$ cat config.mk
export PLATFORM = sky130hd
export DESIGN_NAME = sip_registration_controller_unit_flat
export DESIGN_NICKNAME = d
export VERILOG_FILES = /design/src/rtl/srcu_pkg.sv /design/src/rtl/srcu_if.sv /design/src/rtl/sip_registration_controller_unit.sv /design/src/rtl/srcu_csr.sv /design/src/rtl/srcu_engine.sv /design/src/flat_wrapper.sv
export SDC_FILE = /design/constraint.sdc
export NUM_CORES = 1
export LEC_CHECK = 0
export ABC_AREA = 0
export BUFFER_PORTS_ARGS = -buffer_cell sky130_fd_sc_hd__buf_2
export CAP_MARGIN = 20
export CELL_PAD_IN_SITES_DETAIL_PLACEMENT = 1
export CELL_PAD_IN_SITES_GLOBAL_PLACEMENT = 1
export CORE_MARGIN = 1.5
export CORE_UTILIZATION = 42
export DETAILED_ROUTE_END_ITERATION = 7
export HOLD_SLACK_MARGIN = 0.1
export PLACE_DENSITY_LB_ADDON = 0.25
export SLEW_MARGIN = 20
export SYNTH_ARGS = -nofsm -noshare
export SYNTH_HDL_FRONTEND = slang
export SYNTH_SLANG_ARGS = --single-unit
export TNS_END_PERCENT = 1
$ cat constraint.sdc
create_clock -name clock -period 5.9 [get_ports clock]
set_clock_uncertainty 0.15 [all_clocks]
set_input_delay 0.295 -clock clock [delete_from_list [all_inputs] [get_ports clock]]
set_output_delay 0.295 -clock clock [all_outputs]
set_load 0.005 [all_outputs]
$ cat src/rtl/srcu_pkg.sv
// ----------------------------------------------------------------------------
// SIP registration controller package
// Shared types, codes and constants for the registration controller.
// ----------------------------------------------------------------------------
`default_nettype none

package srcu_pkg;

   // Registration phases, as reported on the result channel.
   typedef enum logic [2:0] {
      PH_UNREG         = 3'd0,
      PH_REGISTER      = 3'd1,
      PH_REGISTERING   = 3'd2,
      PH_REGISTERED    = 3'd3,
      PH_UNREGISTER    = 3'd4,
      PH_UNREGISTERING = 3'd5
   } phase_type;

   // Request kinds.
   typedef enum logic [1:0] {
      ACT_TICK       = 2'd0,
      ACT_RESPONSE   = 2'd1,
      ACT_REGISTER   = 2'd2,
      ACT_UNREGISTER = 2'd3
   } action_type;

   // Error kinds.
   typedef enum logic [1:0] {
      ERR_NONE      = 2'd0,
      ERR_TIMEOUT   = 2'd1,
      ERR_FORBIDDEN = 2'd2,
      ERR_REGISTER  = 2'd3
   } err_type;

   // Configuration register indexes.
   typedef enum logic [1:0] {
      CSR_TRY_LIMIT        = 2'd0,
      CSR_RESPONSE_TIMEOUT = 2'd1,
      CSR_DEFAULT_EXPIRY   = 2'd2,
      CSR_FIXED_EXPIRY     = 2'd3
   } csr_index_type;

   localparam int CSR_INDEX_W = 2;
   localparam int CSR_DATA_W  = 16;

   // SIP status codes of interest.
   localparam logic [9:0] CODE_TRYING     = 10'd100;
   localparam logic [9:0] CODE_OK         = 10'd200;
   localparam logic [9:0] CODE_UNAUTH     = 10'd401;
   localparam logic [9:0] CODE_PROXY_AUTH = 10'd407;
   localparam logic [9:0] CODE_FORBIDDEN  = 10'd403;
   localparam logic [9:0] CODE_ERR_LOW    = 10'd400;
   localparam logic [9:0] CODE_ERR_HIGH   = 10'd600;

   localparam logic [9:0]  MS_PER_S   = 10'd1000;
   localparam logic [15:0] COUNT_MAX  = 16'hFFFF;

   // Configuration reset values.
   localparam logic [3:0]  TRY_LIMIT_RST        = 4'd3;
   localparam logic [15:0] RESPONSE_TIMEOUT_RST = 16'd4000;
   localparam logic [15:0] DEFAULT_EXPIRY_RST   = 16'd3600;
   localparam logic [15:0] FIXED_EXPIRY_RST     = 16'd0;

   typedef struct packed {
      action_type  action;
      logic        call_id_match;
      logic [9:0]  response_code;
      logic [15:0] response_expiry_s;
   } req_item_type;

   typedef struct packed {
      logic        send_register;
      logic        send_unregister;
      logic        load_auth;
      logic        clear_auth;
      err_type     error_kind;
      logic [9:0]  error_sip_code;
      logic        registered_event;
      logic        unregistered_event;
      phase_type   phase;
      logic        is_registered;
      logic [15:0] error_count;
      logic [15:0] success_count;
   } rsp_item_type;

   // Configuration as seen by the engine.
   typedef struct packed {
      logic [3:0]  try_limit;
      logic [15:0] response_timeout_ms;
      logic [15:0] default_expiry_s;
      logic [15:0] fixed_expiry_s;
      logic        fixed_load;
   } csr_cfg_type;

endpackage

`default_nettype wire

$ cat src/rtl/srcu_if.sv
// ----------------------------------------------------------------------------
// SIP registration controller channel interfaces
// Valid/ready channels for requests and for results.
// ----------------------------------------------------------------------------
`default_nettype none

interface srcu_req_if;
   logic        valid;
   logic        ready;
   logic [1:0]  action;
   logic        call_id_match;
   logic [9:0]  response_code;
   logic [15:0] response_expiry_s;

   modport source (
      output valid, action, call_id_match, response_code, response_expiry_s,
      input  ready
   );
   modport sink (
      input  valid, action, call_id_match, response_code, response_expiry_s,
      output ready
   );
endinterface

interface srcu_rsp_if;
   logic        valid;
   logic        ready;
   logic        send_register;
   logic        send_unregister;
   logic        load_auth;
   logic        clear_auth;
   logic [1:0]  error_kind;
   logic [9:0]  error_sip_code;
   logic        registered_event;
   logic        unregistered_event;
   logic [2:0]  phase;
   logic        is_registered;
   logic [15:0] error_count;
   logic [15:0] success_count;

   modport source (
      output valid, send_register, send_unregister, load_auth, clear_auth,
             error_kind, error_sip_code, registered_event, unregistered_event,
             phase, is_registered, error_count, success_count,
      input  ready
   );
   modport sink (
      input  valid, send_register, send_unregister, load_auth, clear_auth,
             error_kind, error_sip_code, registered_event, unregistered_event,
             phase, is_registered, error_count, success_count,
      output ready
   );
endinterface

`default_nettype wire

$ cat src/rtl/sip_registration_controller_unit.sv
// ----------------------------------------------------------------------------
// SIP registration controller unit
// Client-side registration control: phases, retries, timers and counters.
// ----------------------------------------------------------------------------
// The unit takes one request per clock cycle (a millisecond tick, a parsed
// server response, a register request or an unregister request) while its
// results are taken, and returns exactly one result for each. A request is
// captured in an input register, the registration state is updated by a
// single pass of logic once the output register can take the result, and the
// result lands in that output register. The sustained rate of one request per
// cycle, when the result channel does not stall, is set by that single-pass
// update; the output register lets a new request enter while a finished result
// still waits to be taken. Configuration is to be written through the CSR port
// only while the unit is idle; the unit does not enforce this. Writing the fixed
// expiry register also loads the held expiry time.
`default_nettype none

module sip_registration_controller_unit
   import srcu_pkg::*;
(
   input  wire logic                   clock,
   input  wire logic                   reset,
   srcu_req_if.sink                    req_if,
   srcu_rsp_if.source                  rsp_if,
   input  wire logic                   csr_write_en,
   input  wire logic [CSR_INDEX_W-1:0] csr_index,
   input  wire logic [CSR_DATA_W-1:0]  csr_wdata
);

   csr_cfg_type  cfg;
   rsp_item_type result;

   req_item_type req_item_ff;
   logic         req_valid_ff, req_valid_in;
   rsp_item_type rsp_item_ff;
   logic         rsp_valid_ff, rsp_valid_in;

   logic         advance;
   logic         step;
   logic         req_accept;

   // The output stage can take a new result when it is empty or being drained.
   assign advance    = !rsp_valid_ff || rsp_if.ready;
   // A request held in the input register is processed whenever the output
   // stage can take its result.
   assign step       = req_valid_ff && advance;
   assign req_if.ready = !req_valid_ff || advance;
   assign req_accept = req_if.valid && req_if.ready;

   assign req_valid_in = req_accept || (req_valid_ff && !step);
   assign rsp_valid_in = step || (rsp_valid_ff && !rsp_if.ready);

   always_ff @(posedge clock) begin
      if (reset) begin
         req_valid_ff <= 1'b0;
         rsp_valid_ff <= 1'b0;
      end else begin
         req_valid_ff <= req_valid_in;
         rsp_valid_ff <= rsp_valid_in;
      end
   end

   always_ff @(posedge clock) begin
      if (req_accept) begin
         req_item_ff.action            <= action_type'(req_if.action);
         req_item_ff.call_id_match     <= req_if.call_id_match;
         req_item_ff.response_code     <= req_if.response_code;
         req_item_ff.response_expiry_s <= req_if.response_expiry_s;
      end
      if (step) begin
         rsp_item_ff <= result;
      end
   end

   srcu_csr u_csr (
      .clock        (clock),
      .reset        (reset),
      .csr_write_en (csr_write_en),
      .csr_index    (csr_index),
      .csr_wdata    (csr_wdata),
      .cfg          (cfg)
   );

   srcu_engine u_engine (
      .clock  (clock),
      .reset  (reset),
      .step   (step),
      .item   (req_item_ff),
      .cfg    (cfg),
      .result (result)
   );

   assign rsp_if.valid              = rsp_valid_ff;
   assign rsp_if.send_register      = rsp_item_ff.send_register;
   assign rsp_if.send_unregister    = rsp_item_ff.send_unregister;
   assign rsp_if.load_auth          = rsp_item_ff.load_auth;
   assign rsp_if.clear_auth         = rsp_item_ff.clear_auth;
   assign rsp_if.error_kind         = rsp_item_ff.error_kind;
   assign rsp_if.error_sip_code     = rsp_item_ff.error_sip_code;
   assign rsp_if.registered_event   = rsp_item_ff.registered_event;
   assign rsp_if.unregistered_event = rsp_item_ff.unregistered_event;
   assign rsp_if.phase              = rsp_item_ff.phase;
   assign rsp_if.is_registered      = rsp_item_ff.is_registered;
   assign rsp_if.error_count        = rsp_item_ff.error_count;
   assign rsp_if.success_count      = rsp_item_ff.success_count;

   // A processed request always leaves a result in the output register.
   a_step_gives_result: assert property (@(posedge clock) disable iff (reset)
      step |=> rsp_valid_ff)
      else $error("processed request did not produce a result");

   // Being in the registered phase implies the registered flag is set.
   a_registered_flag: assert property (@(posedge clock) disable iff (reset)
      (rsp_valid_ff && rsp_item_ff.phase == PH_REGISTERED)
         |-> rsp_item_ff.is_registered)
      else $error("registered phase without registered flag");

   // Any reported error closes the registration.
   a_error_closes: assert property (@(posedge clock) disable iff (reset)
      (rsp_valid_ff && rsp_item_ff.error_kind != ERR_NONE)
         |-> (rsp_item_ff.phase == PH_UNREG && !rsp_item_ff.is_registered))
      else $error("error reported without closing the registration");

   // A registered event always leaves the unit in the registered phase.
   a_event_phase: assert property (@(posedge clock) disable iff (reset)
      (rsp_valid_ff && rsp_item_ff.registered_event)
         |-> rsp_item_ff.phase == PH_REGISTERED)
      else $error("registered event outside the registered phase");

endmodule

`default_nettype wire

$ cat src/rtl/srcu_csr.sv
// ----------------------------------------------------------------------------
// SIP registration controller configuration registers
// Holds the four configuration registers written through the CSR port.
// ----------------------------------------------------------------------------
`default_nettype none

module srcu_csr
   import srcu_pkg::*;
(
   input  wire logic                   clock,
   input  wire logic                   reset,
   input  wire logic                   csr_write_en,
   input  wire logic [CSR_INDEX_W-1:0] csr_index,
   input  wire logic [CSR_DATA_W-1:0]  csr_wdata,
   output csr_cfg_type                 cfg
);

   logic [3:0]  try_limit_ff,  try_limit_in;
   logic [15:0] timeout_ff,    timeout_in;
   logic [15:0] def_expiry_ff, def_expiry_in;
   logic [15:0] fix_expiry_ff, fix_expiry_in;
   logic        fix_load_ff,   fix_load_in;

   always_comb begin
      try_limit_in  = try_limit_ff;
      timeout_in    = timeout_ff;
      def_expiry_in = def_expiry_ff;
      fix_expiry_in = fix_expiry_ff;
      fix_load_in   = 1'b0;
      if (csr_write_en) begin
         unique case (csr_index_type'(csr_index))
            CSR_TRY_LIMIT:        try_limit_in  = csr_wdata[3:0];
            CSR_RESPONSE_TIMEOUT: timeout_in    = csr_wdata;
            CSR_DEFAULT_EXPIRY:   def_expiry_in = csr_wdata;
            CSR_FIXED_EXPIRY: begin
               fix_expiry_in = csr_wdata;
               fix_load_in   = 1'b1;
            end
            default: ;
         endcase
      end
   end

   always_ff @(posedge clock) begin
      if (reset) begin
         try_limit_ff  <= TRY_LIMIT_RST;
         timeout_ff    <= RESPONSE_TIMEOUT_RST;
         def_expiry_ff <= DEFAULT_EXPIRY_RST;
         fix_expiry_ff <= FIXED_EXPIRY_RST;
         fix_load_ff   <= 1'b0;
      end else begin
         try_limit_ff  <= try_limit_in;
         timeout_ff    <= timeout_in;
         def_expiry_ff <= def_expiry_in;
         fix_expiry_ff <= fix_expiry_in;
         fix_load_ff   <= fix_load_in;
      end
   end

   assign cfg.try_limit           = try_limit_ff;
   assign cfg.response_timeout_ms = timeout_ff;
   assign cfg.default_expiry_s    = def_expiry_ff;
   assign cfg.fixed_expiry_s      = fix_expiry_ff;
   assign cfg.fixed_load          = fix_load_ff;

endmodule

`default_nettype wire

$ cat src/rtl/srcu_engine.sv
// ----------------------------------------------------------------------------
// SIP registration controller engine
// Registration state and the single-pass update applied to each request.
// ----------------------------------------------------------------------------
`default_nettype none

module srcu_engine
   import srcu_pkg::*;
(
   input  wire logic  clock,
   input  wire logic  reset,
   input  wire logic  step,
   input  req_item_type item,
   input  csr_cfg_type  cfg,
   output rsp_item_type result
);

   phase_type   phase_ff,   phase_in;
   logic [3:0]  tries_ff,   tries_in;
   logic [15:0] elapsed_ff, elapsed_in;
   logic [26:0] rerem_ff,   rerem_in;
   logic [15:0] held_ff,    held_in;
   logic        flag_ff,    flag_in;
   logic [15:0] errors_ff,  errors_in;
   logic [15:0] succ_ff,    succ_in;

   logic [15:0] elapsed_inc;
   logic [26:0] rerem_dec;
   logic        resp_expired;
   logic        exhausted;
   logic [3:0]  tries_spent;
   logic [15:0] errors_inc;
   logic [15:0] succ_inc;
   logic [15:0] held_new;
   logic [26:0] rerem_load;

   assign elapsed_inc  = (elapsed_ff != COUNT_MAX) ? elapsed_ff + 16'd1 : elapsed_ff;
   assign rerem_dec    = (rerem_ff != '0) ? rerem_ff - 27'd1 : rerem_ff;
   assign resp_expired = (elapsed_inc >= cfg.response_timeout_ms);
   assign exhausted    = (tries_ff <= 4'd1);
   assign tries_spent  = exhausted ? 4'd0 : tries_ff - 4'd1;
   assign errors_inc   = (errors_ff != COUNT_MAX) ? errors_ff + 16'd1 : errors_ff;
   assign succ_inc     = (succ_ff != COUNT_MAX) ? succ_ff + 16'd1 : succ_ff;

   // Expiry learned from the first success unless already held.
   assign held_new = (held_ff != '0) ? held_ff :
                     (item.response_expiry_s != '0) ? item.response_expiry_s :
                     cfg.default_expiry_s;
   assign rerem_load = {11'd0, held_new} * {17'd0, MS_PER_S};

   always_comb begin
      phase_in   = phase_ff;
      tries_in   = tries_ff;
      elapsed_in = elapsed_ff;
      rerem_in   = rerem_ff;
      held_in    = held_ff;
      flag_in    = flag_ff;
      errors_in  = errors_ff;
      succ_in    = succ_ff;

      result = '0;
      result.error_kind = ERR_NONE;

      unique case (item.action)
         ACT_TICK: begin
            elapsed_in = elapsed_inc;
            rerem_in   = rerem_dec;
            unique case (phase_ff)
               PH_REGISTER: begin
                  result.send_register = 1'b1;
                  elapsed_in = '0;
                  phase_in   = PH_REGISTERING;
               end
               PH_UNREGISTER: begin
                  result.send_unregister = 1'b1;
                  elapsed_in = '0;
                  phase_in   = PH_UNREGISTERING;
               end
               PH_REGISTERING, PH_UNREGISTERING: begin
                  if (resp_expired) begin
                     errors_in = errors_inc;
                     if (exhausted) begin
                        tries_in = cfg.try_limit;
                        flag_in  = 1'b0;
                        phase_in = PH_UNREG;
                        result.error_kind = ERR_TIMEOUT;
                     end else begin
                        tries_in = tries_spent;
                        phase_in = (phase_ff == PH_REGISTERING) ? PH_REGISTER
                                                                : PH_UNREGISTER;
                     end
                  end
               end
               PH_REGISTERED: begin
                  if (rerem_dec == '0) begin
                     result.clear_auth = 1'b1;
                     tries_in = cfg.try_limit;
                     phase_in = PH_REGISTER;
                  end
               end
               default: ;
            endcase
         end
         ACT_RESPONSE: begin
            if (item.call_id_match) begin
               priority if (item.response_code == CODE_TRYING) begin
                  elapsed_in = '0;
               end else if (item.response_code == CODE_OK) begin
                  if (phase_ff == PH_REGISTERING) begin
                     held_in  = held_new;
                     rerem_in = rerem_load;
                     succ_in  = succ_inc;
                     flag_in  = 1'b1;
                     phase_in = PH_REGISTERED;
                     result.registered_event = 1'b1;
                  end else if (phase_ff == PH_UNREGISTERING) begin
                     flag_in  = 1'b0;
                     phase_in = PH_UNREG;
                     result.unregistered_event = 1'b1;
                  end
               end else if (item.response_code == CODE_UNAUTH ||
                            item.response_code == CODE_PROXY_AUTH) begin
                  if (exhausted) begin
                     tries_in = cfg.try_limit;
                     flag_in  = 1'b0;
                     phase_in = PH_UNREG;
                     result.error_kind = ERR_FORBIDDEN;
                  end else begin
                     tries_in = tries_spent;
                     result.load_auth = 1'b1;
                     if (phase_ff == PH_REGISTERING) begin
                        phase_in = PH_REGISTER;
                     end else if (phase_ff == PH_UNREGISTERING) begin
                        phase_in = PH_UNREGISTER;
                     end
                  end
               end else if (item.response_code == CODE_FORBIDDEN) begin
                  tries_in = cfg.try_limit;
                  flag_in  = 1'b0;
                  phase_in = PH_UNREG;
                  result.error_kind     = ERR_FORBIDDEN;
                  result.error_sip_code = item.response_code;
               end else if (item.response_code >= CODE_ERR_LOW &&
                            item.response_code <= CODE_ERR_HIGH) begin
                  errors_in = errors_inc;
                  tries_in  = cfg.try_limit;
                  flag_in   = 1'b0;
                  phase_in  = PH_UNREG;
                  result.error_kind     = ERR_REGISTER;
                  result.error_sip_code = item.response_code;
               end else begin
                  // Other codes leave the state alone.
               end
            end
         end
         ACT_REGISTER: begin
            tries_in = cfg.try_limit;
            phase_in = PH_REGISTER;
         end
         ACT_UNREGISTER: begin
            tries_in = cfg.try_limit;
            phase_in = PH_UNREGISTER;
         end
         default: ;
      endcase

      // A write of the fixed expiry register reloads the held expiry.
      if (cfg.fixed_load) begin
         held_in = cfg.fixed_expiry_s;
      end

      result.phase         = phase_in;
      result.is_registered = flag_in;
      result.error_count   = errors_in;
      result.success_count = succ_in;
   end

   always_ff @(posedge clock) begin
      if (reset) begin
         phase_ff   <= PH_UNREG;
         tries_ff   <= TRY_LIMIT_RST;
         elapsed_ff <= '0;
         rerem_ff   <= '0;
         held_ff    <= FIXED_EXPIRY_RST;
         flag_ff    <= 1'b0;
         errors_ff  <= '0;
         succ_ff    <= '0;
      end else begin
         if (step) begin
            phase_ff   <= phase_in;
            tries_ff   <= tries_in;
            elapsed_ff <= elapsed_in;
            rerem_ff   <= rerem_in;
            flag_ff    <= flag_in;
            errors_ff  <= errors_in;
            succ_ff    <= succ_in;
         end
         if (step || cfg.fixed_load) begin
            held_ff <= held_in;
         end
      end
   end

endmodule

`default_nettype wire

$ cat src/flat_wrapper.sv
// flat-port wrapper written by rule: the top's interface ports become plain ports
module sip_registration_controller_unit_flat import srcu_pkg::*;
  (clock, reset, csr_write_en, csr_index, csr_wdata, req_if_valid, req_if_action, req_if_call_id_match, req_if_response_code, req_if_response_expiry_s, req_if_ready, rsp_if_valid, rsp_if_send_register, rsp_if_send_unregister, rsp_if_load_auth, rsp_if_clear_auth, rsp_if_error_kind, rsp_if_error_sip_code, rsp_if_registered_event, rsp_if_unregistered_event, rsp_if_phase, rsp_if_is_registered, rsp_if_error_count, rsp_if_success_count, rsp_if_ready);
  srcu_req_if req_if_i ();
  srcu_rsp_if rsp_if_i ();
  input  wire logic clock;
  input  wire logic reset;
  input  wire logic csr_write_en;
  input  wire logic [CSR_INDEX_W-1:0] csr_index;
  input  wire logic [CSR_DATA_W-1:0] csr_wdata;
  input wire logic [$bits(req_if_i.valid)-1:0] req_if_valid;
  input wire logic [$bits(req_if_i.action)-1:0] req_if_action;
  input wire logic [$bits(req_if_i.call_id_match)-1:0] req_if_call_id_match;
  input wire logic [$bits(req_if_i.response_code)-1:0] req_if_response_code;
  input wire logic [$bits(req_if_i.response_expiry_s)-1:0] req_if_response_expiry_s;
  output wire logic [$bits(req_if_i.ready)-1:0] req_if_ready;
  output wire logic [$bits(rsp_if_i.valid)-1:0] rsp_if_valid;
  output wire logic [$bits(rsp_if_i.send_register)-1:0] rsp_if_send_register;
  output wire logic [$bits(rsp_if_i.send_unregister)-1:0] rsp_if_send_unregister;
  output wire logic [$bits(rsp_if_i.load_auth)-1:0] rsp_if_load_auth;
  output wire logic [$bits(rsp_if_i.clear_auth)-1:0] rsp_if_clear_auth;
  output wire logic [$bits(rsp_if_i.error_kind)-1:0] rsp_if_error_kind;
  output wire logic [$bits(rsp_if_i.error_sip_code)-1:0] rsp_if_error_sip_code;
  output wire logic [$bits(rsp_if_i.registered_event)-1:0] rsp_if_registered_event;
  output wire logic [$bits(rsp_if_i.unregistered_event)-1:0] rsp_if_unregistered_event;
  output wire logic [$bits(rsp_if_i.phase)-1:0] rsp_if_phase;
  output wire logic [$bits(rsp_if_i.is_registered)-1:0] rsp_if_is_registered;
  output wire logic [$bits(rsp_if_i.error_count)-1:0] rsp_if_error_count;
  output wire logic [$bits(rsp_if_i.success_count)-1:0] rsp_if_success_count;
  input wire logic [$bits(rsp_if_i.ready)-1:0] rsp_if_ready;
  assign req_if_i.valid = req_if_valid;
  assign req_if_i.action = req_if_action;
  assign req_if_i.call_id_match = req_if_call_id_match;
  assign req_if_i.response_code = req_if_response_code;
  assign req_if_i.response_expiry_s = req_if_response_expiry_s;
  assign req_if_ready = req_if_i.ready;
  assign rsp_if_valid = rsp_if_i.valid;
  assign rsp_if_send_register = rsp_if_i.send_register;
  assign rsp_if_send_unregister = rsp_if_i.send_unregister;
  assign rsp_if_load_auth = rsp_if_i.load_auth;
  assign rsp_if_clear_auth = rsp_if_i.clear_auth;
  assign rsp_if_error_kind = rsp_if_i.error_kind;
  assign rsp_if_error_sip_code = rsp_if_i.error_sip_code;
  assign rsp_if_registered_event = rsp_if_i.registered_event;
  assign rsp_if_unregistered_event = rsp_if_i.unregistered_event;
  assign rsp_if_phase = rsp_if_i.phase;
  assign rsp_if_is_registered = rsp_if_i.is_registered;
  assign rsp_if_error_count = rsp_if_i.error_count;
  assign rsp_if_success_count = rsp_if_i.success_count;
  assign rsp_if_i.ready = rsp_if_ready;
  sip_registration_controller_unit u_core (.clock(clock), .reset(reset), .req_if(req_if_i), .rsp_if(rsp_if_i), .csr_write_en(csr_write_en), .csr_index(csr_index), .csr_wdata(csr_wdata));
endmodule
# After elaboration in Yosys (flattened, before gate mapping)
# Index checks and enable logic that the tools add are counted.
# totals
elab_cells,215
out_inout_bits,56
regBits,237
# op_classes
n_mux,96
n_addsub,5
bitwise_logic,5
n_mul,1
n_eq_ne,30
magnitude_cmp,4
n_reduce_logical,43
# op_table
cell,n
$mux 16,27
$mux 27,5
$pmux 16 s2,2
$pmux 27 s2,1
$add 16x1->16 const B,3
$ne 16x16->1 const B,3
$mux 3,15
$mux 12,3
$mux 4,9
$reduce_bool 16->1,2
$eq 10x9->1 const B,3
$mux 14,2
$logic_not 27->1,1
$reduce_bool 27->1,1
$sub 27x1->27 const B,1
$pmux 3 s4,2
$mul 16x7->23 const B,1
$mux 1,21
$ge 16x16->1,1
$reduce_or 5->1,3
$pmux 4 s3,1
$reduce_and 6->1,2
$eq 10x7->1 const B,1
$eq 10x8->1 const B,1
30 further kinds,73

# Longest topological paths before layout
# depth
word_depth,9
ltp_mapped,24
ltp_nobuf,23

# Hierarchy
# A second synthesis with hierarchy kept.
# hier_totals
cells_unflattened,1625
area_unflattened_um2,14805.4
# by_module_without_submodules
mod,cells_each,area_each_um2,seq_area_each_um2,n_inst
srcu_engine,1325,10004.6,1981.9,1
sip_registration_controller_unit,93,2596.2,2532.4,1
srcu_csr,207,2204.6,1061.0,1

# Worst setup path after synthesis
# No wires, ideal clock.
# synth_path
kind,reg-to-reg
from,register u_core.req_item_ff[3] (netlist name)
to,register u_core.u_engine.rerem_ff[24]
setup_slack_ns,-0.096
period_less_slack_ns,5.996
path_stages_with_launch,23
setup_ns,0.142
arrival_ns,5.704
t_required_ns,5.608
cell_sequence,edfxtp_1 nor4_1 and4_1 clkbuf_1 clkbuf_1 a21oi_1 o21bai_1 ha_1 inv_1 fa_1 fa_1 fa_1 inv_1 ha_1 a21o_1 a21o_1 a21oi_1 a21boi_1 o21ai_0 or4_1 a311oi_1 a41o_1 a311oi_1
# synth_via
elab_chain_cells,9
# synth_rtl
item,line_no,rtl
"start, declared",sip_registration_controller_unit.sv:33,req_item_type req_item_ff;
$reduce_bool 16->1,srcu_engine.sv:47,(item.response_expiry_s != '0) ? item.response_expiry_s :
$mux 16 *,srcu_engine.sv:47,
$mux 16 *,srcu_engine.sv:46,assign held_new = (held_ff != '0) ? held_ff :
$mul 16x7->23 *,srcu_engine.sv:49,"assign rerem_load = {11'd0, held_new} * {17'd0, MS_PER_S};"
$mux 27 *,srcu_engine.sv:109,if (phase_ff == PH_REGISTERING) begin
$mux 27 *,srcu_engine.sv:108,end else if (item.response_code == CODE_OK) begin
$mux 27 *,srcu_engine.sv:106,priority if (item.response_code == CODE_TRYING) begin
$mux 27 *,srcu_engine.sv:105,if (item.call_id_match) begin
$pmux 27 s2 *,srcu_engine.sv:64,unique case (item.action)
"end signal, assigned",srcu_engine.sv:193,rerem_ff <= rerem_in;
"end, declared",srcu_engine.sv:21,"logic [26:0] rerem_ff, rerem_in;"
# Every way passes the cells marked *; elsewhere a longest branch is shown, timed or not. The select of a mux whose other input is x is not followed.
# A chain may end at the register's enable or synchronous reset.

# Final worst setup path
# layout_path
from,register u_core.req_item_ff[14] (netlist name)
to,register u_core.u_engine.rerem_ff[24]
# The elaborated chain is that of the path after synthesis.

==> impl_metrics.tcl <==
set metrics [dict create \
    yosysSeqAreaShare_pct 38.74 \
    maxCapViolations 0 \
    min_path_type "in -> reg" \
    cts.sinks 237 \
    wl_per_cell_um 18.55 \
    cts_max_level 1 \
    cpMaxStageDelayCell "fa_1" \
    syn2layout_area_growth_pct 20.08 \
    crit_path_max_incr_delay_ns 0.53 \
    fmax_mhz 173.8 \
    synth_compound_area_share_pct 14.56 \
    reg2reg_slack_ns 0.15 \
    hold_path_depth 4 \
    dp_hpwl_mm 29.69 \
    vdd_ir_drop_max_uv 497.5 \
    track_usage_pct 23.61 \
    antenna_found_initial 0 \
    cts-root-buf "clkbuf_16" \
    path_max_fanout 5 \
    synth-simple-area-share_pct 21.82 \
    multi_input_area_mm2 0.008397 \
    crit_start "u_core.req_item_ff[14]" \
    finalHoldViolations 0 \
    syn_avg_cell_area_um2 8.834 \
    period_needed_ns 5.755 \
    critPathMostFrequentCell "fa_1" \
    synth_top_family_by_area "simple AND/OR/NAND/NOR gates" \
    finalCritPeriodShare_pct 97.54 \
    fin_area_mm2 0.01728 \
    min_to "u_core.u_csr.try_limit_ff[3]" \
    critPathLaunchType "flip-flop" \
    drtPass1Iterations 5 \
    io_pins 108 \
    row_count 67 \
    end_kind "flip-flop" \
    synth_xor_area_share_pct 5.539 \
    drt_iter0_drc 532 \
    reg2reg_to "u_core.u_engine.rerem_ff[24]" \
    finalPower_mw 8.994 \
    synthArstFlopShare_pct 0 \
    cellLeakagePower_nw 6.918 \
    routed_wl_mm 42.00 \
    dr_total_vias 12596 \
    grt_pass1_vias 13182 \
    fill_cells 3912 \
    reg2regPathDepth 22 \
    drtAntennaViolNets 0 \
    cp.arrival_ns 6.00 \
    hold_start "csr_index[0]" \
    r2r-start "u_core.req_item_ff[14]" \
    critPathRequiredTime_ns 6.15 \
    clock_latency_ns 0.54 \
    nNetsFinal 1967 \
    dieArea_mm2 0.03538 \
    tightest_slew_ns 1.122 \
    synthAdderAreaFrac_pct 12.94 \
    synth-edff-count 83 \
    synth_cell_types 83 \
    fin_cells 2264 \
    setup_viol_count_final 0 \
    grt_pass1_wl_mm 68.45 \
    muxShareOfSynthArea_pct 1.574 \
    die_w_um 188.1 \
    synthesis.area_mm2 0.01439 \
    cts_tree "done" \
    yosys_warnings 0 \
    start_util_pct 42.81 \
    routed_via_density 5.564 \
    synth.net_count 1801 \
    place_congestion 0.8458 \
    drc 0 \
    clk_pin_slew_ns 0.06 \
    overflow 0 \
    synth_seq_cells 237 \
    crit_type "reg -> reg" \
    ff_latch_area_mm2 0.005575 \
    syn_inst 1629 \
    cts_buffer_depth 3 \
    place_area_mm2 0.01556 \
    grt_max_degree 55 \
    fin_setup_tns_ns 0 \
    drive_gt1_share_pct 15.91 \
    slew_headroom_pct 24.48 \
    ys.flop_type "dfxtp_1" \
    diodes 0 \
    power_density_mw_per_mm2 520.5 \
    crit_chain "nor4_4 > and4_4 > buf_4 > a21oi_1 > nor2_2 > nor2_1 > xnor2_1 > ha_1 > fa_1 > inv_1 > fa_1 > fa_1 > inv_1 > ha_4 > a21oi_2 > o21ai_1 > a21boi_2 > o21ai_2 > or4_4 > a311oi_2 > a41o_1 > a311oi_1" \
    cts_inserted_buffers 27 \
    port_buffers 107 \
    utilization_pct 51.40 \
    status "finished, final reports clean" \
    core-area_mm2 0.03362 \
    die_y_um 188.1 \
    final_max_slew_viol_count 0 \
    dpl.cell_count 2151 \
]
kinds of logic after synthesis:
group	after synthesis
XOR/XNOR	91
AND/OR/NAND/NOR	642
flip-flops	237
AO/OA/AOI/OAI	335
adder cells (fa/ha/maj)	120
multiplexers	22
buffers and inverters	182
what timing repair did:
| action | 4_1_cts | 5_1_grt |
|---|---|---|
| pin swaps | 0 | 32 |
| hold buffers | 49 | 0 |
| setup buffers | 0 | 13 |
| cloned | 0 | 1 |
| resized for setup | 7 | 52 |
| endpoints found under the setup margin | 6 | 9 |
| hold endpoints to repair | 94 | 0 |
stage by stage:
step	worst slack, ns	hold slack, ns
6_report	0.1453	0.1723
5_1_grt	-0.09479	0.1808
4_1_cts	0.008871	0.1542
3_5_place_dp	-0.1744	0.3001
3_3_place_gp	0.07390	0.2921
2_1_floorplan	0.01520	0.2439
power breakdown:
group	internal, mW	total, mW	switching, mW	leakage (nW)
Clock	0.948	1.64	0.690	0.425
Sequential	1.75	1.82	0.0689	2.02
Combinational	2.51	5.53	3.02	4.47
registers in the layout (all words and copies together) (netlist names), 4 cells and up:
register / count
u_core.u_csr.def_expiry_ff: 16
u_core.rsp_if.success_count: 16
u_core.req_item_ff: 29
u_core.u_engine.tries_ff: 4
u_core.u_engine.errors_ff: 16
u_core.u_engine.succ_ff: 16
u_core.u_csr.timeout_ff: 16
u_core.u_engine.rerem_ff: 27
u_core.u_engine.elapsed_ff: 16
u_core.u_csr.fix_expiry_ff: 16
u_core.u_engine.held_ff: 16
u_core.u_csr.try_limit_ff: 4
u_core.rsp_if.error_count: 16
u_core.rsp_if.error_sip_code: 10
cells in the final DEF, fill, tap and decap left out, types with 14 or more instances in the layout:
master	Yosys	layout
nand3_1	36	36
nor3_1	37	37
nor2_1	175	166
buf_2	4	107
clkbuf_16	0	27
buf_4	0	56
inv_1	103	97
fa_1	48	47
and3_1	30	30
dlygate4sd3_1	0	49
xnor2_1	58	54
dfxtp_1	154	154
ha_1	72	68
a21oi_1	132	128
xor2_1	33	32
nand2_1	212	212
nand4_1	22	22
a22oi_1	20	20
nor2b_1	18	17
o21ai_0	66	61
mux2i_1	17	17
edfxtp_1	83	83
nor4_1	19	14
per-layer routing:
metal	up-vias	GRT usage [%]	part of all wire [%]
met4	0	5.815	2.1
li1	6022	-	-
met2	257	42.32	49
met3	56	2.265	3.3
met5	-	0	0
met1	6261	30.40	45
worst max-delay path by stage:
stage | cells after the start | endpoint
final | 22 | u_core.u_engine.rerem_ff[24]
after global routing | 22 | u_core.u_engine.rerem_ff[24]
after CTS | 23 | u_core.u_engine.rerem_ff[24]
after detailed placement | 22 | u_core.u_engine.rerem_ff[24]
after global placement | 23 | u_core.u_engine.rerem_ff[24]
after floorplan | 22 | u_core.u_engine.rerem_ff[24]
synth_stat cells, drive strengths merged (10+ instances only):
library cell	n	area, um2
a211o	11	96.34
a211oi	12	95.09
a21o	11	82.58
a21oi	133	669.4
a22oi	20	150.1
a31oi	10	62.56
and2	11	68.82
and3	30	187.7
clkbuf	72	270.3
dfxtp	154	3083
edfxtp	83	2492
fa	48	960.9
ha	72	900.9
inv	103	386.6
mux2i	17	170.2
nand2	212	795.8
nand3	36	180.2
nand3b	12	90.09
nand4	23	150.1
nor2	175	656.9
nor2b	18	112.6
nor3	40	227.7
nor4	23	186.4
o21ai	70	350.3
o21bai	11	82.58
or2	10	62.57
xnor2	58	508.0
xor2	33	289.0
worst max-delay path: cells and delay by family, from the launching register on:
| kind | cells | cell delay [ns] |
|---|---|---|
| AO/OA/AOI/OAI | 8 | 1.15 |
| AND/OR/NAND/NOR | 5 | 1.30 |
| adder cells (fa/ha/maj) | 5 | 2.07 |
| XOR/XNOR | 1 | 0.24 |
| flip-flops | 1 | 0.43 |
| buffers and inverters | 3 | 0.26 |
cell type report:
cell class	instances	area share (%)
clock inverter	12	0.5358
sequential	237	32.27
timing repair buffer	216	8.682
tap	448	3.244
clock buffer	38	4.439
multi-input combinational	1210	48.60
inverter	103	2.238
Note: power is estimated with default switching activity, not from simulation.
